File: src/rtl/hpg_pkg.sv
// ----------------------------------------------------------------------------
// hpg_pkg
// Shared types and constants of the Heap's-order permutation generator.
// ----------------------------------------------------------------------------
`default_nettype none

package hpg_pkg;

	localparam int IDX_W  = 3;
	localparam int VAL_W  = 16;
	localparam int POS_W  = 3;
	localparam int LEN_W  = 4;
	localparam int DATA_W = 32;
	localparam int ADDR_W = 3;

	localparam logic [LEN_W-1:0] LEN_RESET = 4'd8;

	// register index, taken from paddr[2]
	localparam logic REG_PERM_LENGTH = 1'b0;

	// request codes
	localparam logic REQ_LOAD = 1'b0;
	localparam logic REQ_NEXT = 1'b1;

	localparam int QUEUE_DEPTH = 2;
	localparam int QUEUE_PTR_W = $clog2(QUEUE_DEPTH);
	localparam int QUEUE_CNT_W = $clog2(QUEUE_DEPTH + 1);

	typedef struct packed {
		logic             req_type;
		logic [IDX_W-1:0] elem_index;
		logic [VAL_W-1:0] elem_value;
	} item_t;

	typedef struct packed {
		logic [POS_W-1:0] position;
		logic [VAL_W-1:0] value;
		logic             last_element;
		logic             final_perm;
		logic             exhausted;
	} result_t;

	// classified request as handed from front to back
	typedef struct packed {
		logic             is_load;
		logic             in_range;
		logic [IDX_W-1:0] idx;
		logic [VAL_W-1:0] value;
	} cmd_t;

endpackage

`default_nettype wire

File: src/rtl/hpg_front.sv
// ----------------------------------------------------------------------------
// hpg_front
// Accepts requests, classifies them and holds them in a short queue.
// ----------------------------------------------------------------------------
`default_nettype none

module hpg_front import hpg_pkg::*; #(
	parameter int MAX_ELEMS = 8
) (
	input  wire logic  clk,
	input  wire logic  arst_n,
	input  wire logic  push,
	output logic       full,
	input  wire item_t item,
	output logic       cmd_valid,
	output cmd_t       cmd,
	input  wire logic  cmd_take
);

	cmd_t                   entry_q [QUEUE_DEPTH];
	logic [QUEUE_PTR_W-1:0] wr_ptr_q;
	logic [QUEUE_PTR_W-1:0] rd_ptr_q;
	logic [QUEUE_CNT_W-1:0] count_q;
	logic                   push_ok;
	logic                   take;
	cmd_t                   new_cmd;

	assign full      = (count_q == QUEUE_CNT_W'(QUEUE_DEPTH));
	assign cmd_valid = (count_q != '0);
	assign push_ok   = push && !full;
	assign take      = cmd_take && cmd_valid;
	assign cmd       = entry_q[rd_ptr_q];

	always_comb begin
		new_cmd.is_load  = (item.req_type == REQ_LOAD);
		new_cmd.in_range = (32'(item.elem_index) < MAX_ELEMS);
		new_cmd.idx      = item.elem_index;
		new_cmd.value    = item.elem_value;
	end

	always_ff @(posedge clk or negedge arst_n) begin
		if (!arst_n) begin
			wr_ptr_q <= '0;
			rd_ptr_q <= '0;
			count_q  <= '0;
		end else begin
			if (push_ok) begin
				wr_ptr_q <= wr_ptr_q + QUEUE_PTR_W'(1);
			end
			if (take) begin
				rd_ptr_q <= rd_ptr_q + QUEUE_PTR_W'(1);
			end
			count_q <= count_q + QUEUE_CNT_W'(push_ok) - QUEUE_CNT_W'(take);
		end
	end

	always_ff @(posedge clk) begin
		if (push_ok) begin
			entry_q[wr_ptr_q] <= new_cmd;
		end
	end

endmodule

`default_nettype wire

File: src/rtl/hpg_back.sv
// ----------------------------------------------------------------------------
// hpg_back
// Element store, per-level loop counters and the emit / advance sequencer.
// ----------------------------------------------------------------------------
`default_nettype none

module hpg_back import hpg_pkg::*; #(
	parameter int MAX_ELEMS  = 8,
	parameter int ELEM_WIDTH = 16
) (
	input  wire logic             clk,
	input  wire logic             arst_n,
	input  wire logic [LEN_W-1:0] len,
	input  wire logic             restart,
	input  wire logic             cmd_valid,
	input  wire cmd_t             cmd,
	output logic                  cmd_take,
	input  wire logic             pop,
	output logic                  empty,
	output result_t               result
);

	localparam int AW = (MAX_ELEMS > 1) ? $clog2(MAX_ELEMS) : 1;
	localparam int CW = AW;
	localparam int NW = $clog2(MAX_ELEMS + 1);
	localparam int SW = (ELEM_WIDTH < VAL_W) ? ELEM_WIDTH : VAL_W;

	typedef enum logic [6:0] {
		ST_IDLE    = 7'b0000001,
		ST_EMIT_RD = 7'b0000010,
		ST_EMIT_WR = 7'b0000100,
		ST_EXH     = 7'b0001000,
		ST_ADV_RD  = 7'b0010000,
		ST_ADV_WA  = 7'b0100000,
		ST_ADV_WB  = 7'b1000000
	} state_t;

	state_t            state_q, state_d;
	logic [SW-1:0]     mem [MAX_ELEMS];
	logic [MAX_ELEMS-1:0] vld_q;
	logic [CW-1:0]     cnt_q [MAX_ELEMS];
	logic              done_q, done_d;
	logic              fperm_q, fperm_d;
	logic [AW-1:0]     p_q, p_d;
	logic [NW-1:0]     k_q, k_d;
	logic [AW-1:0]     a_q, a_d;
	logic [AW-1:0]     b_q, b_d;
	logic [CW-1:0]     i_q, i_d;
	logic [SW-1:0]     rd_a_s1, rd_b_s1;
	logic              out_valid_q;
	result_t           out_q;

	logic [NW-1:0]     n;
	logic              final_now;
	logic              out_free;
	logic              out_load;
	result_t           out_next;
	logic              we;
	logic [AW-1:0]     wa;
	logic [SW-1:0]     wd;
	logic              re;
	logic [AW-1:0]     rd_a_addr, rd_b_addr;
	logic              cnt_we;
	logic [CW-1:0]     cnt_wd;
	logic              clear_cnt;
	logic [AW-1:0]     lvl_idx;
	logic [CW-1:0]     cur_cnt;
	logic [AW-1:0]     swap_a;
	logic              is_last;

	// zero means one, anything above the store size saturates
	always_comb begin
		if (len == '0) begin
			n = NW'(1);
		end else if (32'(len) > MAX_ELEMS) begin
			n = NW'(MAX_ELEMS);
		end else begin
			n = NW'(len);
		end
	end

	// last permutation when every active level sits on its final index
	always_comb begin
		final_now = 1'b1;
		for (int k = 2; k <= MAX_ELEMS; k++) begin
			if ((NW'(k) <= n) && (cnt_q[k-1] != CW'(k - 1))) begin
				final_now = 1'b0;
			end
		end
	end

	assign out_free = !out_valid_q || pop;
	assign empty    = !out_valid_q;
	assign result   = out_q;
	assign lvl_idx  = AW'(k_q - NW'(1));
	assign cur_cnt  = cnt_q[lvl_idx];
	assign is_last  = ((NW'(p_q) + NW'(1)) == n);

	// odd level swaps with element 0, even level with element i
	always_comb begin
		if (k_q[0]) begin
			swap_a = '0;
		end else if (NW'(cur_cnt) < k_q) begin
			swap_a = AW'(cur_cnt);
		end else begin
			swap_a = lvl_idx;
		end
	end

	always_comb begin
		state_d   = state_q;
		p_d       = p_q;
		k_d       = k_q;
		done_d    = done_q;
		fperm_d   = fperm_q;
		a_d       = a_q;
		b_d       = b_q;
		i_d       = i_q;
		cnt_we    = 1'b0;
		cnt_wd    = '0;
		clear_cnt = restart;
		cmd_take  = 1'b0;
		we        = 1'b0;
		wa        = a_q;
		wd        = rd_b_s1;
		re        = 1'b0;
		rd_a_addr = p_q;
		rd_b_addr = b_q;
		out_load  = 1'b0;
		out_next  = '0;
		unique case (state_q)
			ST_IDLE: begin
				if (cmd_valid) begin
					cmd_take = 1'b1;
					if (cmd.is_load) begin
						we        = cmd.in_range;
						wa        = AW'(cmd.idx);
						wd        = SW'(cmd.value);
						clear_cnt = 1'b1;
						done_d    = 1'b0;
					end else if (done_q) begin
						state_d = ST_EXH;
					end else begin
						fperm_d = final_now;
						p_d     = '0;
						state_d = ST_EMIT_RD;
					end
				end
			end
			ST_EMIT_RD: begin
				re      = 1'b1;
				state_d = ST_EMIT_WR;
			end
			ST_EMIT_WR: begin
				if (out_free) begin
					out_load              = 1'b1;
					out_next.position     = POS_W'(p_q);
					out_next.value        = VAL_W'(rd_a_s1);
					out_next.last_element = is_last;
					out_next.final_perm   = fperm_q;
					out_next.exhausted    = 1'b0;
					if (is_last) begin
						if (n == NW'(1)) begin
							done_d  = 1'b1;
							state_d = ST_IDLE;
						end else begin
							k_d     = NW'(2);
							state_d = ST_ADV_RD;
						end
					end else begin
						p_d     = p_q + AW'(1);
						state_d = ST_EMIT_RD;
					end
				end
			end
			ST_EXH: begin
				if (out_free) begin
					out_load           = 1'b1;
					out_next.exhausted = 1'b1;
					state_d            = ST_IDLE;
				end
			end
			ST_ADV_RD: begin
				re        = 1'b1;
				rd_a_addr = swap_a;
				rd_b_addr = lvl_idx;
				a_d       = swap_a;
				b_d       = lvl_idx;
				i_d       = cur_cnt;
				state_d   = ST_ADV_WA;
			end
			ST_ADV_WA: begin
				we      = 1'b1;
				wa      = a_q;
				wd      = rd_b_s1;
				state_d = ST_ADV_WB;
			end
			ST_ADV_WB: begin
				we     = 1'b1;
				wa     = b_q;
				wd     = rd_a_s1;
				cnt_we = 1'b1;
				if ((NW'(i_q) + NW'(1)) < k_q) begin
					cnt_wd  = i_q + CW'(1);
					state_d = ST_IDLE;
				end else begin
					cnt_wd = '0;
					if (k_q == n) begin
						done_d  = 1'b1;
						state_d = ST_IDLE;
					end else begin
						k_d     = k_q + NW'(1);
						state_d = ST_ADV_RD;
					end
				end
			end
			default: begin
				state_d = ST_IDLE;
			end
		endcase
		if (restart) begin
			done_d = 1'b0;
		end
	end

	always_ff @(posedge clk or negedge arst_n) begin
		if (!arst_n) begin
			state_q     <= ST_IDLE;
			done_q      <= 1'b0;
			fperm_q     <= 1'b0;
			p_q         <= '0;
			k_q         <= '0;
			a_q         <= '0;
			b_q         <= '0;
			i_q         <= '0;
			out_valid_q <= 1'b0;
			vld_q       <= '0;
			for (int j = 0; j < MAX_ELEMS; j++) begin
				cnt_q[j] <= '0;
			end
		end else begin
			state_q <= state_d;
			done_q  <= done_d;
			fperm_q <= fperm_d;
			p_q     <= p_d;
			k_q     <= k_d;
			a_q     <= a_d;
			b_q     <= b_d;
			i_q     <= i_d;
			if (out_load) begin
				out_valid_q <= 1'b1;
			end else if (pop) begin
				out_valid_q <= 1'b0;
			end
			if (we) begin
				vld_q[wa] <= 1'b1;
			end
			if (clear_cnt) begin
				for (int j = 0; j < MAX_ELEMS; j++) begin
					cnt_q[j] <= '0;
				end
			end else if (cnt_we) begin
				cnt_q[b_q] <= cnt_wd;
			end
		end
	end

	// element store: one write, two registered reads; unwritten entries read as zero
	always_ff @(posedge clk) begin
		if (we) begin
			mem[wa] <= wd;
		end
		if (re) begin
			rd_a_s1 <= vld_q[rd_a_addr] ? mem[rd_a_addr] : '0;
			rd_b_s1 <= vld_q[rd_b_addr] ? mem[rd_b_addr] : '0;
		end
	end

	always_ff @(posedge clk) begin
		if (out_load) begin
			out_q <= out_next;
		end
	end

endmodule

`default_nettype wire

File: src/rtl/heap_permutation_generator_core.sv
// ----------------------------------------------------------------------------
// heap_permutation_generator_core
// Steps through all permutations of a loaded element array in Heap's order.
// ----------------------------------------------------------------------------
// requests enter through push/full into a two-entry queue; results leave
// through empty/pop from a single output register
// a load request writes one element (when its index is in range) and
// restarts the enumeration; it gives no result
// a next request gives one result per position (n of them, n = perm_length
// clamped to 1..MAX_ELEMS): each element is read through the element store's
// registered read port and then emitted; after the last element the
// sequencer advances, with one read and two writes on the store's single
// write port per level climbed
// once exhausted, a next request gives one result flagged exhausted
// the first result is read from the store, then loaded into the output register
// writing perm_length over the apb port restarts the enumeration and keeps
// the elements; writes belong to idle periods only
// reset clears the elements to zero, perm_length to 8, and empties both sides
// while pop stays low the sequencer holds its next result; the queue still
// takes requests until it is full
// ----------------------------------------------------------------------------
`default_nettype none

module heap_permutation_generator_core import hpg_pkg::*; #(
	parameter int MAX_ELEMS  = 8,
	parameter int ELEM_WIDTH = 16
) (
	input  wire logic              clk,
	input  wire logic              arst_n,
	input  wire logic              push,
	output logic                   full,
	input  wire item_t             item,
	output logic                   empty,
	input  wire logic              pop,
	output result_t                result,
	input  wire logic              psel,
	input  wire logic              penable,
	input  wire logic              pwrite,
	input  wire logic [ADDR_W-1:0] paddr,
	input  wire logic [DATA_W-1:0] pwdata,
	output logic [DATA_W-1:0]      prdata,
	output logic                   pready
);

	logic [LEN_W-1:0] len_q;
	logic             cfg_wr;
	logic             len_sel;
	logic             cmd_valid;
	logic             cmd_take;
	cmd_t             cmd;

	assign pready  = 1'b1;
	assign len_sel = (paddr[2] == REG_PERM_LENGTH);
	assign cfg_wr  = psel && penable && pwrite && pready && len_sel;
	assign prdata  = (psel && len_sel) ? DATA_W'(len_q) : '0;

	always_ff @(posedge clk or negedge arst_n) begin
		if (!arst_n) begin
			len_q <= LEN_RESET;
		end else if (cfg_wr) begin
			len_q <= pwdata[LEN_W-1:0];
		end
	end

	hpg_front #(
		.MAX_ELEMS (MAX_ELEMS)
	) u_front (
		.clk       (clk),
		.arst_n    (arst_n),
		.push      (push),
		.full      (full),
		.item      (item),
		.cmd_valid (cmd_valid),
		.cmd       (cmd),
		.cmd_take  (cmd_take)
	);

	hpg_back #(
		.MAX_ELEMS  (MAX_ELEMS),
		.ELEM_WIDTH (ELEM_WIDTH)
	) u_back (
		.clk       (clk),
		.arst_n    (arst_n),
		.len       (len_q),
		.restart   (cfg_wr),
		.cmd_valid (cmd_valid),
		.cmd       (cmd),
		.cmd_take  (cmd_take),
		.pop       (pop),
		.empty     (empty),
		.result    (result)
	);

endmodule

`default_nettype wire

File: config.mk
export PLATFORM = sky130hd
export DESIGN_NAME = heap_permutation_generator_core
export DESIGN_NICKNAME = d
export VERILOG_FILES = /design/src/rtl/hpg_pkg.sv /design/src/rtl/hpg_front.sv /design/src/rtl/hpg_back.sv /design/src/rtl/heap_permutation_generator_core.sv
export SDC_FILE = /design/constraint.sdc
export NUM_CORES = 1
export LEC_CHECK = 0
export BUFFER_PORTS_ARGS = -buffer_cell sky130_fd_sc_hd__buf_2
export CAP_MARGIN = 10
export CORE_MARGIN = 8
export CORE_UTILIZATION = 45
export CTS_BUF_LIST = sky130_fd_sc_hd__clkbuf_8
export DETAILED_ROUTE_END_ITERATION = 8
export PLACE_DENSITY = 0.65
export RECOVER_POWER = 50
export SLEW_MARGIN = 20
export SYNTH_ARGS = -nofsm -noshare
export SYNTH_HDL_FRONTEND = slang
export SYNTH_SLANG_ARGS = --single-unit
export TNS_END_PERCENT = 50
File: constraint.sdc
create_clock -name clk -period 3.9 [get_ports clk]
set_input_delay 0.195 -clock clk [delete_from_list [all_inputs] [get_ports clk]]
set_output_delay 0.195 -clock clk [all_outputs]
set_load 0.005 [all_outputs]
# Word-level counts from Yosys, hierarchy flattened
# Memories as Yosys holds them, arrays and structs flattened. A register that Yosys moved wholly into a read port is not among the register bits.
# Cells that the tools add are included.
# totals
n_memories,2
wordCells,220
out_inout_bits,57
ramBits,168
input_bits,62
regBits,88
# op_classes
magnitude_cmp,17
add_sub_neg,10
n_eq_ne,35
n_reduce_logical,36
muxes,86
bitwise,7
# memory_table
name,words,width,read_ports,rd_clocked_by_memory_dff,write_ports,line,text
u_back.mem,8,16,2,2,1,hpg_back.sv:39,logic [SW-1:0] mem [MAX_ELEMS];
u_front.entry_q,2,20,1,0,1,hpg_front.sv:20,cmd_t entry_q [QUEUE_DEPTH];
# op_table
operator,n
case mux 7 bit (7 select lines),1
2-to-1 mux 24 bit,2
2-to-1 mux 3 bit,16
2-to-1 mux 4 bit,9
2-to-1 mux 1 bit,35
2-to-1 mux 7 bit,5
2-to-1 mux 16 bit,2
case mux 16 bit (2 select lines),1
bitwise mux 24 bit,1
"!= test 3 x 1 -> 1 bit, second input constant",6
"<= comparator 3 x 4 -> 1 bit, first input constant",4
logical AND 1 bit,15
2-to-1 mux 5 bit,3
"< comparator 3 x 4 -> 1 bit, second input constant",3
"!= test 2 bit, second input constant",6
"!= test 3 x 2 -> 1 bit, second input constant",4
"!= test 3 bit, second input constant",4
case mux 3 bit (2 select lines),2
AND reduction 6 bit,2
nonzero test 2 bit,5
binary-select mux 3 bit (select 3 bit),1
demux 3 bit (select 3 bit),1
"adder 3 x 1 -> 4 bit, second input constant",2
equality test 4 bit,2
other kinds (40),59

# Logic depth before layout (Yosys ltp)
# Gate-level depths: netlist (run 1).
# depth
ltp_word,12
mapped_depth,17
mapped_depth_nobuf,13

# Hierarchy
# Synthesis (run 1) repeated with hierarchy kept, for this count alone.
# hier_totals
hier_cells,1236
hier_area_um2,14243.7
# modules_own_cells
module,area_per_inst_um2,seq_area_each_um2,cells_each,instances
hpg_back,12151.7,6917.9,1107,1
hpg_front,1661.6,1301.2,83,1
heap_permutation_generator_core,430.4,101.3,46,1

# Worst setup path before layout (run 1)
# OpenSTA, ideal clock, no wires.
# synth_timing
kind,reg-to-reg
from,reg u_back.k_q[0]
to,"reg u_back.rd_a_s1[10], read port of u_back.mem (data pin)"
setup_ns,0.170
period_less_slack_ns,4.079
required_time_ns,3.730
path_buffers,4
t_arrival_ns,3.910
slack_ns,-0.179
path_stages_with_launch,18
cell_sequence,dfrtp_1 > buf_2 > inv_1 > ha_1 > buf_4 > mux4_2 > mux2_2 > ha_1 > o21a_1 > o21ai_0 > a211o_4 > and2_4 > buf_6 > mux2i_1 > a211o_1 > a32o_2 > buf_6 > nor4_2
# synth_between
elab_chain_cells,12
# synth_rtl
item,line,text
"start, declared",hpg_back.sv:45,"logic [NW-1:0] k_q, k_d;"
"start signal, assigned",hpg_back.sv:246,k_q <= k_d;
subtractor 3 x 1 -> 3 bit (*),hpg_back.sv:95,assign lvl_idx = AW'(k_q - NW'(1));
inverter 3 -> 4 bit (implied by the code) (*),hpg_back.sv:96,assign cur_cnt = cnt_q[lvl_idx];
binary-select mux 3 bit (select 3 bit) (*),hpg_back.sv:96,
2-to-1 mux 3 bit (implied by the code) (*) (2 in a row),hpg_back.sv:96,
via u_back.cur_cnt[1],hpg_back.sv:67,logic [CW-1:0] cur_cnt;
< comparator 3 x 4 -> 1 bit,hpg_back.sv:103,end else if (NW'(cur_cnt) < k_q) begin
2-to-1 mux 3 bit (*),hpg_back.sv:103,
2-to-1 mux 3 bit (*),hpg_back.sv:101,if (k_q[0]) begin
2-to-1 mux 3 bit (*),hpg_back.sv:131,unique case (state_q)
binary-select mux 1 bit (select 3 bit),hpg_back.sv:274,rd_a_s1 <= vld_q[rd_a_addr] ? mem[rd_a_addr] : '0;
2-to-1 mux 1 bit (implied by the code),hpg_back.sv:274,
logical NOT 1 bit (no source line),n/a,
"end, declared",hpg_back.sv:49,"logic [SW-1:0] rd_a_s1, rd_b_s1;"
# The timed path passes the listed nets; every way through them passes the cells marked *. The select of a mux whose other input is x is not followed.
# A chain may end at the register's enable or synchronous reset.

# Worst setup path after layout (run 1)
# layout_timing
from,reg u_back.k_q[0]
to,"reg u_back.rd_a_s1[0], read port of u_back.mem (data pin)"
# Same word-level chain as after synthesis.

==> results of run 1 <==
-- registers in the layout (all words and copies together), names as in the netlist, 2 cells and up --
name,flops
u_back.cnt_q,24
u_front.count_q,2
len_q,4
u_back.k_q,4
u_back.i_q,3
u_back.state_q,7
u_back.p_q,3
u_back.result,22
u_front.entry_q,40
u_back.rd_a_s1,16
u_back.vld_q,8
u_back.b_q,3
u_back.a_q,3
u_back.mem,128
u_back.rd_b_s1,16
-- final cells by class --
| class | instances | share of cell area |
|---|---|---|
| Tap cell | 390 | 0.0314 |
| Sequential cell | 288 | 0.536 |
| Timing Repair Buffer | 142 | 0.0609 |
| Inverter | 23 | 0.00556 |
| Multi-Input combinational cell | 661 | 0.313 |
| Clock buffer | 46 | 0.0408 |
| Clock inverter | 35 | 0.0123 |
-- worst paths after layout --
path                                             start                               to  slack, ps  depth (start not counted)
hold / removal                                     pop    u_back.state_q[2]$_DFFE_PN0P_         40                          4
setup / recovery             u_back.k_q[0]$_DFFE_PN0P_  u_back.rd_a_s1[0]$_SDFFCE_PN0P_        120                         14
setup reg to reg             u_back.k_q[0]$_DFFE_PN0P_  u_back.rd_a_s1[0]$_SDFFCE_PN0P_        120                         14
hold reg to reg            u_back.vld_q[7]$_DFFE_PN0P_      u_back.vld_q[7]$_DFFE_PN0P_        500                          1
max in group asynchronous                       arst_n     u_front.wr_ptr_q$_DFFE_PN0P_       1470                          3
min in group asynchronous                       arst_n      u_back.cnt_q[8]$_DFFE_PN0P_        730                          2
-- what timing repair did --
action,in CTS,in global routing
hold buffers,26,0
endpoints found under the setup margin,8,14
pin swaps,1,1
buffers inserted,2,3
gates resized for setup,1,4
hold endpoints to repair,80,0
-- through the flow --
step           cells  TNS (ps)  total power [mW]
2_1_floorplan   1059         0              6.07
5_1_grt         1585      -100              9.67
3_3_place_gp    1472         0              6.83
4_1_cts         1582         0              9.27
6_report        1585         0              9.22
3_5_place_dp    1473      -383              6.88
-- placed cells by master (no fill, tap or decap), types with 14 or more instances in the layout --
cell type | synthesis | final
sky130_fd_sc_hd__a211oi_1 | 17 | 17
sky130_fd_sc_hd__a21oi_1 | 37 | 39
sky130_fd_sc_hd__a221o_1 | 17 | 17
sky130_fd_sc_hd__a22o_1 | 15 | 15
sky130_fd_sc_hd__a31oi_1 | 16 | 16
sky130_fd_sc_hd__and3_1 | 25 | 25
sky130_fd_sc_hd__buf_2 | 11 | 17
sky130_fd_sc_hd__buf_4 | 31 | 50
sky130_fd_sc_hd__clkbuf_1 | 39 | 45
sky130_fd_sc_hd__clkbuf_8 | 0 | 46
sky130_fd_sc_hd__clkinv_1 | 3 | 14
sky130_fd_sc_hd__conb_1 | 2 | 29
sky130_fd_sc_hd__dfrtp_1 | 64 | 64
sky130_fd_sc_hd__dlygate4sd3_1 | 0 | 26
sky130_fd_sc_hd__edfxtp_1 | 222 | 222
sky130_fd_sc_hd__inv_1 | 19 | 33
sky130_fd_sc_hd__mux2i_1 | 76 | 76
sky130_fd_sc_hd__mux4_2 | 39 | 39
sky130_fd_sc_hd__nand2_1 | 104 | 104
sky130_fd_sc_hd__nand3_1 | 16 | 16
sky130_fd_sc_hd__nor2_1 | 102 | 102
sky130_fd_sc_hd__o21ai_0 | 27 | 24
-- layer usage --
layer | up-vias | global-route usage | share of wire
met5 | - | 0 | 0
met4 | 0 | 0.0634 | 0.024
met3 | 74 | 0.0363 | 0.077
met2 | 357 | 0.303 | 0.47
met1 | 4537 | 0.253 | 0.43
li1 | 4107 | - | -
-- cell families (layout without fill, tap and decap cells) --
logic type / Yosys count / count (layout) / synth area share
XOR/XNOR: 11 / 11 / 0.00763
other: 2 / 29 / 0.000552
AO/OA/AOI/OAI: 160 / 160 / 0.0819
buffers and inverters: 110 / 246 / 0.0416
adder cells (fa/ha/maj): 11 / 11 / 0.0101
flip-flops: 288 / 288 / 0.611
AND/OR/NAND/NOR: 326 / 326 / 0.119
multiplexers: 124 / 124 / 0.128
-- critical path, stage by stage, from the launching register on --
cell                      delay [ps]
sky130_fd_sc_hd__dfrtp_1         380
sky130_fd_sc_hd__inv_2            70
sky130_fd_sc_hd__ha_4            310
sky130_fd_sc_hd__mux4_2          290
sky130_fd_sc_hd__mux2_4          300
sky130_fd_sc_hd__ha_1            280
sky130_fd_sc_hd__o21a_1          140
sky130_fd_sc_hd__o21ai_2          80
sky130_fd_sc_hd__a211o_4         340
sky130_fd_sc_hd__and2_4          190
sky130_fd_sc_hd__mux2i_1         120
sky130_fd_sc_hd__a211o_1         290
sky130_fd_sc_hd__a32o_2          320
sky130_fd_sc_hd__buf_4           190
sky130_fd_sc_hd__nor4_1          270
-- power breakdown --
part	switching [mW]	internal [mW]
Sequential	0.244	4.07
Clock	1.17	1.18
Combinational	1.56	0.996
Total	2.97	6.25
==> impl_metrics.env, run 1 <==
export IMPL_worstSetupPathType="reg2reg"
export IMPL_rows=63
export IMPL_hold_viol=0
export IMPL_final_max_slew_violation_count=58
export IMPL_grt_pass1_wl_um=52900
export IMPL_synth_warnings=0
export IMPL_synth_largest_area_cell="sky130_fd_sc_hd__edfxtp_1"
export IMPL_yosys_top_cells_count="222 x sky130_fd_sc_hd__edfxtp_1, 104 x sky130_fd_sc_hd__nand2_1, 102 x sky130_fd_sc_hd__nor2_1, 76 x sky130_fd_sc_hd__mux2i_1, 64 x sky130_fd_sc_hd__dfrtp_1"
export IMPL_postSynthCellCount=1032
export IMPL_synthesis_area_mm2=0.0136
export IMPL_netlist_top_cells_area="sky130_fd_sc_hd__edfxtp_1 49%, sky130_fd_sc_hd__dfrtp_1 12%, sky130_fd_sc_hd__mux4_2 6.5%"
export IMPL_cts_clk_slew_worst_paths_ps=60
export IMPL_timing_critical_path_arrival_ps=4150
export IMPL_drc=0
export IMPL_tritoncts_clock_tree="done"
export IMPL_track_usage=0.188
export IMPL_antenna_found_initial=0
export IMPL_wirelength_um=34200
export IMPL_relSlewSlack=-0.332
export IMPL_fin_crit_ps=3780
export IMPL_synth_async_sr_flop_share=0.229
export IMPL_maxClockFrequency_mhz=264
export IMPL_grt_start_max_net_pins=40
export IMPL_ioPinCount=119
export IMPL_port_buffer_count=59
export IMPL_post_route_util=0.523
export IMPL_die_height_um=190
export IMPL_synth_area_per_cell_um2=13.2
export IMPL_via_count_of_the_first_global_routing_pass=9155
export IMPL_hold_ws_ps=39.4
export IMPL_die_area_mm2=0.0361
export IMPL_power_leakage_nw=5.96
export IMPL_rsz0062_at_grt="yes"
export IMPL_layout_cell_area_non_filler_mm2=0.0155
export IMPL_cts_htree_levels=2
export IMPL_setup_slack_ps=116
export IMPL_min_path_type="in2reg"
export IMPL_power_per_cell_area_mw_per_mm2=593
export IMPL_clk_latency_ps=570
export IMPL_maxCapViolations=2
export IMPL_final_setup_viol_count=0
export IMPL_synth_flop_cell="sky130_fd_sc_hd__edfxtp_1"
export IMPL_sequential_element_share_of_the_synthesized_area=0.611
export IMPL_sequential_standard_cell_area_mm2=0.00832
export IMPL_detail_route_antenna_nets=0
export IMPL_placed_area_mm2=0.0145
export IMPL_dp_slack_ps=-64.4
export IMPL_cts_buffers=46
export IMPL_routedWlPerCell_um=21.6
export IMPL_clkSinkCount=288
export IMPL_core_area_mm2=0.0297
export IMPL_post_route_period_util=0.970
export IMPL_globalRoute_totalOverflow=0
export IMPL_cp_end_kind="register"
export IMPL_netlist_area_leader_share=0.490
export IMPL_yosys_cell_types_count=72
export IMPL_gp_routability_congestion=0.836
export IMPL_detailedRoute_firstPassIterationCount=7
export IMPL_first_iter_violations=831
export IMPL_vias_per_cell=5.73
export IMPL_die_width_um=190
export IMPL_crit_required_ps=4270
export IMPL_edff_count_synth=222
export IMPL_layout_area_overhead_vs_synth_pct=14.1
export IMPL_vias=9075
export IMPL_place_detailed_hpwl_um=22600
export IMPL_inserted_diodes=0
export IMPL_worstPathMaxFanout=7
export IMPL_combined_area_of_the_multi_input_logic_cells_mm2=0.00487
export IMPL_outcome="finished, violations left"
export IMPL_start_util=0.458
export IMPL_yosysMostFrequentCell="sky130_fd_sc_hd__edfxtp_1"
export IMPL_cts_root_buf="sky130_fd_sc_hd__clkbuf_8"
export IMPL_ys_seq_elements=288
export IMPL_clock_tree_buffer_depth=3
export IMPL_critical_path_startpoint_type="register"
export IMPL_filler_cell_count=2500
export IMPL_peakVddDrop_uv=268
export IMPL_setup_skew_ps=26.9
export IMPL_tightestPinTransition_ps=2000
export IMPL_final_nets=1235
export IMPL_layout_drive_gt1_share=0.179
export IMPL_violations="capacitance limit, slew limit"
Note: power is estimated with default switching activity, not from simulation.
==> inputs of run 2 (changes only) <==
ABC_AREA = 1   (was unset)
ABC_CLOCK_PERIOD_IN_PS = 3900   (was unset)
==> run 2 against run 1 <==
Net effect:
- largest power group unchanged
- sequential cell count unchanged
- the run still ends with capacitance limit, slew limit left
- area after synthesis increased by 6.7%
- clock-buffer cell count increased by 2
- final cell count increased by 32%
- highest routed layer unchanged
- routed wire length increased by 10%
- critical path depth increased by 8
- hold slack improved by 6.4 ps
- combinational power increased by 9.8%
==> impl_metrics.env, run 2 <==
export IMPL_outcome="finished, violations left"
export IMPL_violations="capacitance limit, slew limit"
export IMPL_die_width_um=196
export IMPL_p_switching_mw=3.29
export IMPL_power_leakage_nw=6.98
export IMPL_setup_skew_ps=25.8
export IMPL_place_detailed_hpwl_um=23700
export IMPL_detailedRoute_firstPassIterationCount=6
export IMPL_routed_wl_met3_um=2170
export IMPL_largestRegisters="u_back.mem (128), u_front.entry_q (40), u_back.cnt_q (24)"
export IMPL_critical_path_top_delay_family="simple AND/OR/NAND/NOR gates"
export IMPL_most_flop_heavy_register="u_back.mem"
export IMPL_placed_area_mm2=0.0152
export IMPL_worstSetupPathType="reg2reg"
export IMPL_tritoncts_clock_tree="done"
export IMPL_track_usage=0.194
export IMPL_power_per_cell_area_mw_per_mm2=584
export IMPL_yosys_cell_types_count=56
export IMPL_peakVddDrop_uv=333
export IMPL_synthesis_area_mm2=0.0145
export IMPL_p_int_mw=6.13
export IMPL_layout_drive_gt1_share=0.0968
export IMPL_inserted_diodes=0
export IMPL_core_area_mm2=0.0316
export IMPL_setup_tns_ps=0
export IMPL_worstPathMaxFanout=34
export IMPL_clk_latency_ps=590
export IMPL_grt_pass1_wl_um=59300
export IMPL_met2RoutedLength_um=18800
export IMPL_yosysMostFrequentCell="sky130_fd_sc_hd__nand2_1"
export IMPL_hold_viol=0
export IMPL_yosys_top_cells_count="371 x sky130_fd_sc_hd__nand2_1, 222 x sky130_fd_sc_hd__edfxtp_1, 174 x sky130_fd_sc_hd__inv_1, 159 x sky130_fd_sc_hd__nor2_1, 115 x sky130_fd_sc_hd__o21ai_0"
export IMPL_final_setup_viol_count=0
export IMPL_crit_required_ps=4360
export IMPL_relSlewSlack=-0.626
export IMPL_antenna_found_initial=0
export IMPL_vias_per_cell=5.33
export IMPL_topRoutingLayerUsed="met4"
export IMPL_cp_end_kind="register"
export IMPL_fin_crit_ps=3590
export IMPL_clock_tree_buffer_depth=3
export IMPL_route_layer_met1_wl_um=15300
export IMPL_synth_area_per_cell_um2=9.38
export IMPL_mostFrequentLayoutCell="sky130_fd_sc_hd__nand2_1"
export IMPL_max_stage_delay_ps=400
export IMPL_netlist_area_leader_share=0.459
export IMPL_power_total_mw=9.42
export IMPL_detail_route_antenna_nets=0
export IMPL_maxCapViolations=4
export IMPL_share_clk_of_total_power=0.247
export IMPL_critical_path_cell_chain="inv_1, ha_1, inv_1, o21ai_0, o22ai_1, nor2_1, a31oi_1, ha_1, inv_1, nor2_1, nand2_2, nand2_1, nand2_1, nand3_2, nand2_4, buf_6, nand3_1, nand2_1, nand2_2, nand2_4, nand2_1, inv_1"
export IMPL_layout_area_overhead_vs_synth_pct=11.1
export IMPL_combined_area_of_the_multi_input_logic_cells_mm2=0.00498
export IMPL_cp_num_buf_inv=5
export IMPL_rows=65
export IMPL_maxClockFrequency_mhz=279
export IMPL_ys_seq_elements=288
export IMPL_tightestPinTransition_ps=2440
export IMPL_ioPinCount=119
export IMPL_synth_largest_area_cell="sky130_fd_sc_hd__edfxtp_1"
export IMPL_timing_critical_path_arrival_ps=4040
export IMPL_drc=0
export IMPL_first_iter_violations=921
export IMPL_start_util=0.459
export IMPL_gp_routability_congestion=0.854
export IMPL_wirelength_um=37700
export IMPL_synth_flop_cell="sky130_fd_sc_hd__edfxtp_1"
export IMPL_cp_slowest_cell="sky130_fd_sc_hd__dfrtp_1"
export IMPL_via_count_of_the_first_global_routing_pass=11000
export IMPL_largest_reg_flops=128
export IMPL_routedWlPerCell_um=18.0
export IMPL_synth_warnings=0
export IMPL_sequential_element_share_of_the_synthesized_area=0.573
export IMPL_cts_clk_slew_worst_paths_ps=70
export IMPL_power_switching_share=0.350
export IMPL_vias=11100
export IMPL_post_cts_setup_buffers=0
export IMPL_cts_root_buf="sky130_fd_sc_hd__clkbuf_8"
export IMPL_rsz0062_at_grt="no"
export IMPL_synth_async_sr_flop_share=0.229
export IMPL_post_route_period_util=0.920
export IMPL_final_nets=1723
export IMPL_pwr_share_comb=0.299
export IMPL_postSynthCellCount=1549
export IMPL_sequential_standard_cell_area_mm2=0.00832
export IMPL_globalRoute_totalOverflow=0
export IMPL_grt_start_max_net_pins=71
export IMPL_die_height_um=196
export IMPL_seq_power_share=0.454
export IMPL_critical_path_startpoint_type="register"
export IMPL_edff_count_synth=222
export IMPL_port_buffer_count=59
export IMPL_die_area_mm2=0.0383
export IMPL_min_path_type="in2reg"
export IMPL_final_max_slew_violation_count=121
export IMPL_clkSinkCount=288
export IMPL_cts_htree_levels=2
export IMPL_netlist_top_cells_area="sky130_fd_sc_hd__edfxtp_1 46%, sky130_fd_sc_hd__dfrtp_1 11%, sky130_fd_sc_hd__nand2_1 9.6%"
export IMPL_filler_cell_count=2893
export IMPL_cts_buffers=47
export IMPL_layout_cell_area_non_filler_mm2=0.0161
export IMPL_layout_cells_most_common_list="370 x sky130_fd_sc_hd__nand2_1, 222 x sky130_fd_sc_hd__edfxtp_1, 194 x sky130_fd_sc_hd__inv_1, 161 x sky130_fd_sc_hd__nor2_1, 115 x sky130_fd_sc_hd__o21ai_0"
run 2: timing repair:
action	in CTS	in global routing
hold endpoints to repair	88	0
gates resized for setup	0	1
hold buffers	26	0
endpoints found under the setup margin	0	16
run 2: cells by family after synthesis:
logic type | count (synthesis) | synth area share
flops | 288 | 0.573
buf+inv | 285 | 0.0903
simple gates | 697 | 0.204
compound gates | 221 | 0.0913
xor+xnor | 14 | 0.00896
other cells | 2 | 0.000517
mux | 31 | 0.0227
fa+ha+maj | 11 | 0.00948
run 2: through the flow:
step,hold slack [ps],cells,util,setup slack [ps]
after floorplan,-101,1576,-,702
after global placement,382,1977,0.480,388
after detailed placement,387,1977,0.480,282
after CTS,33.6,2086,0.514,244
after global routing,65.4,2086,0.510,33.4
final,45.8,2086,0.510,311
run 2: layer usage:
metal,global-route usage,vias up
met4,0.0876,0
met5,0,-
met3,0.0306,89
met2,0.338,392
li1,-,5329
met1,0.235,5313
run 2: worst paths after layout:
check                                         startpoint                         endpoint  slack [ps]  depth (start not counted)
hold reg to reg            u_back.state_q[6]$_DFFE_PN0P_    u_back.state_q[6]$_DFFE_PN0P_         480                          1
setup / recovery               u_back.k_q[1]$_DFFE_PN0P_  u_back.rd_a_s1[9]$_SDFFCE_PN0P_         310                         22
max in group asynchronous                         arst_n     u_back.cnt_q[19]$_DFFE_PN0P_         880                          3
setup reg to reg               u_back.k_q[1]$_DFFE_PN0P_  u_back.rd_a_s1[9]$_SDFFCE_PN0P_         310                         22
min in group asynchronous                         arst_n        u_back.k_q[2]$_DFFE_PN0P_         910                          2
hold / removal                                      push     u_front.wr_ptr_q$_DFFE_PN0P_          50                          5
run 2: tightest hold or removal path: stages:
cell and delay, ps:
sky130_fd_sc_hd__buf_2 70, sky130_fd_sc_hd__o21ai_0 110, sky130_fd_sc_hd__inv_1 110, sky130_fd_sc_hd__nor2_1 40, sky130_fd_sc_hd__nor2_1 70
run 2: layout make-up:
cell class,instances,area share
Sequential cell,288,0.515
Inverter,186,0.0433
Tap cell,402,0.0312
Clock buffer,48,0.0409
Multi-Input combinational cell,1003,0.308
Timing Repair Buffer,124,0.0512
Clock inverter,35,0.00969
run 2: power by group through the flow:
stage          sequential (mW)  combinational [mW]  clock [mW]
2_1_floorplan             4.29                2.01           0
3_3_place_gp              4.31                2.81           0
3_5_place_dp              4.33                2.85           0
4_1_cts                   4.27                2.89        2.38
5_1_grt                   4.32                3.16        2.51
6_report                  4.28                2.81        2.33
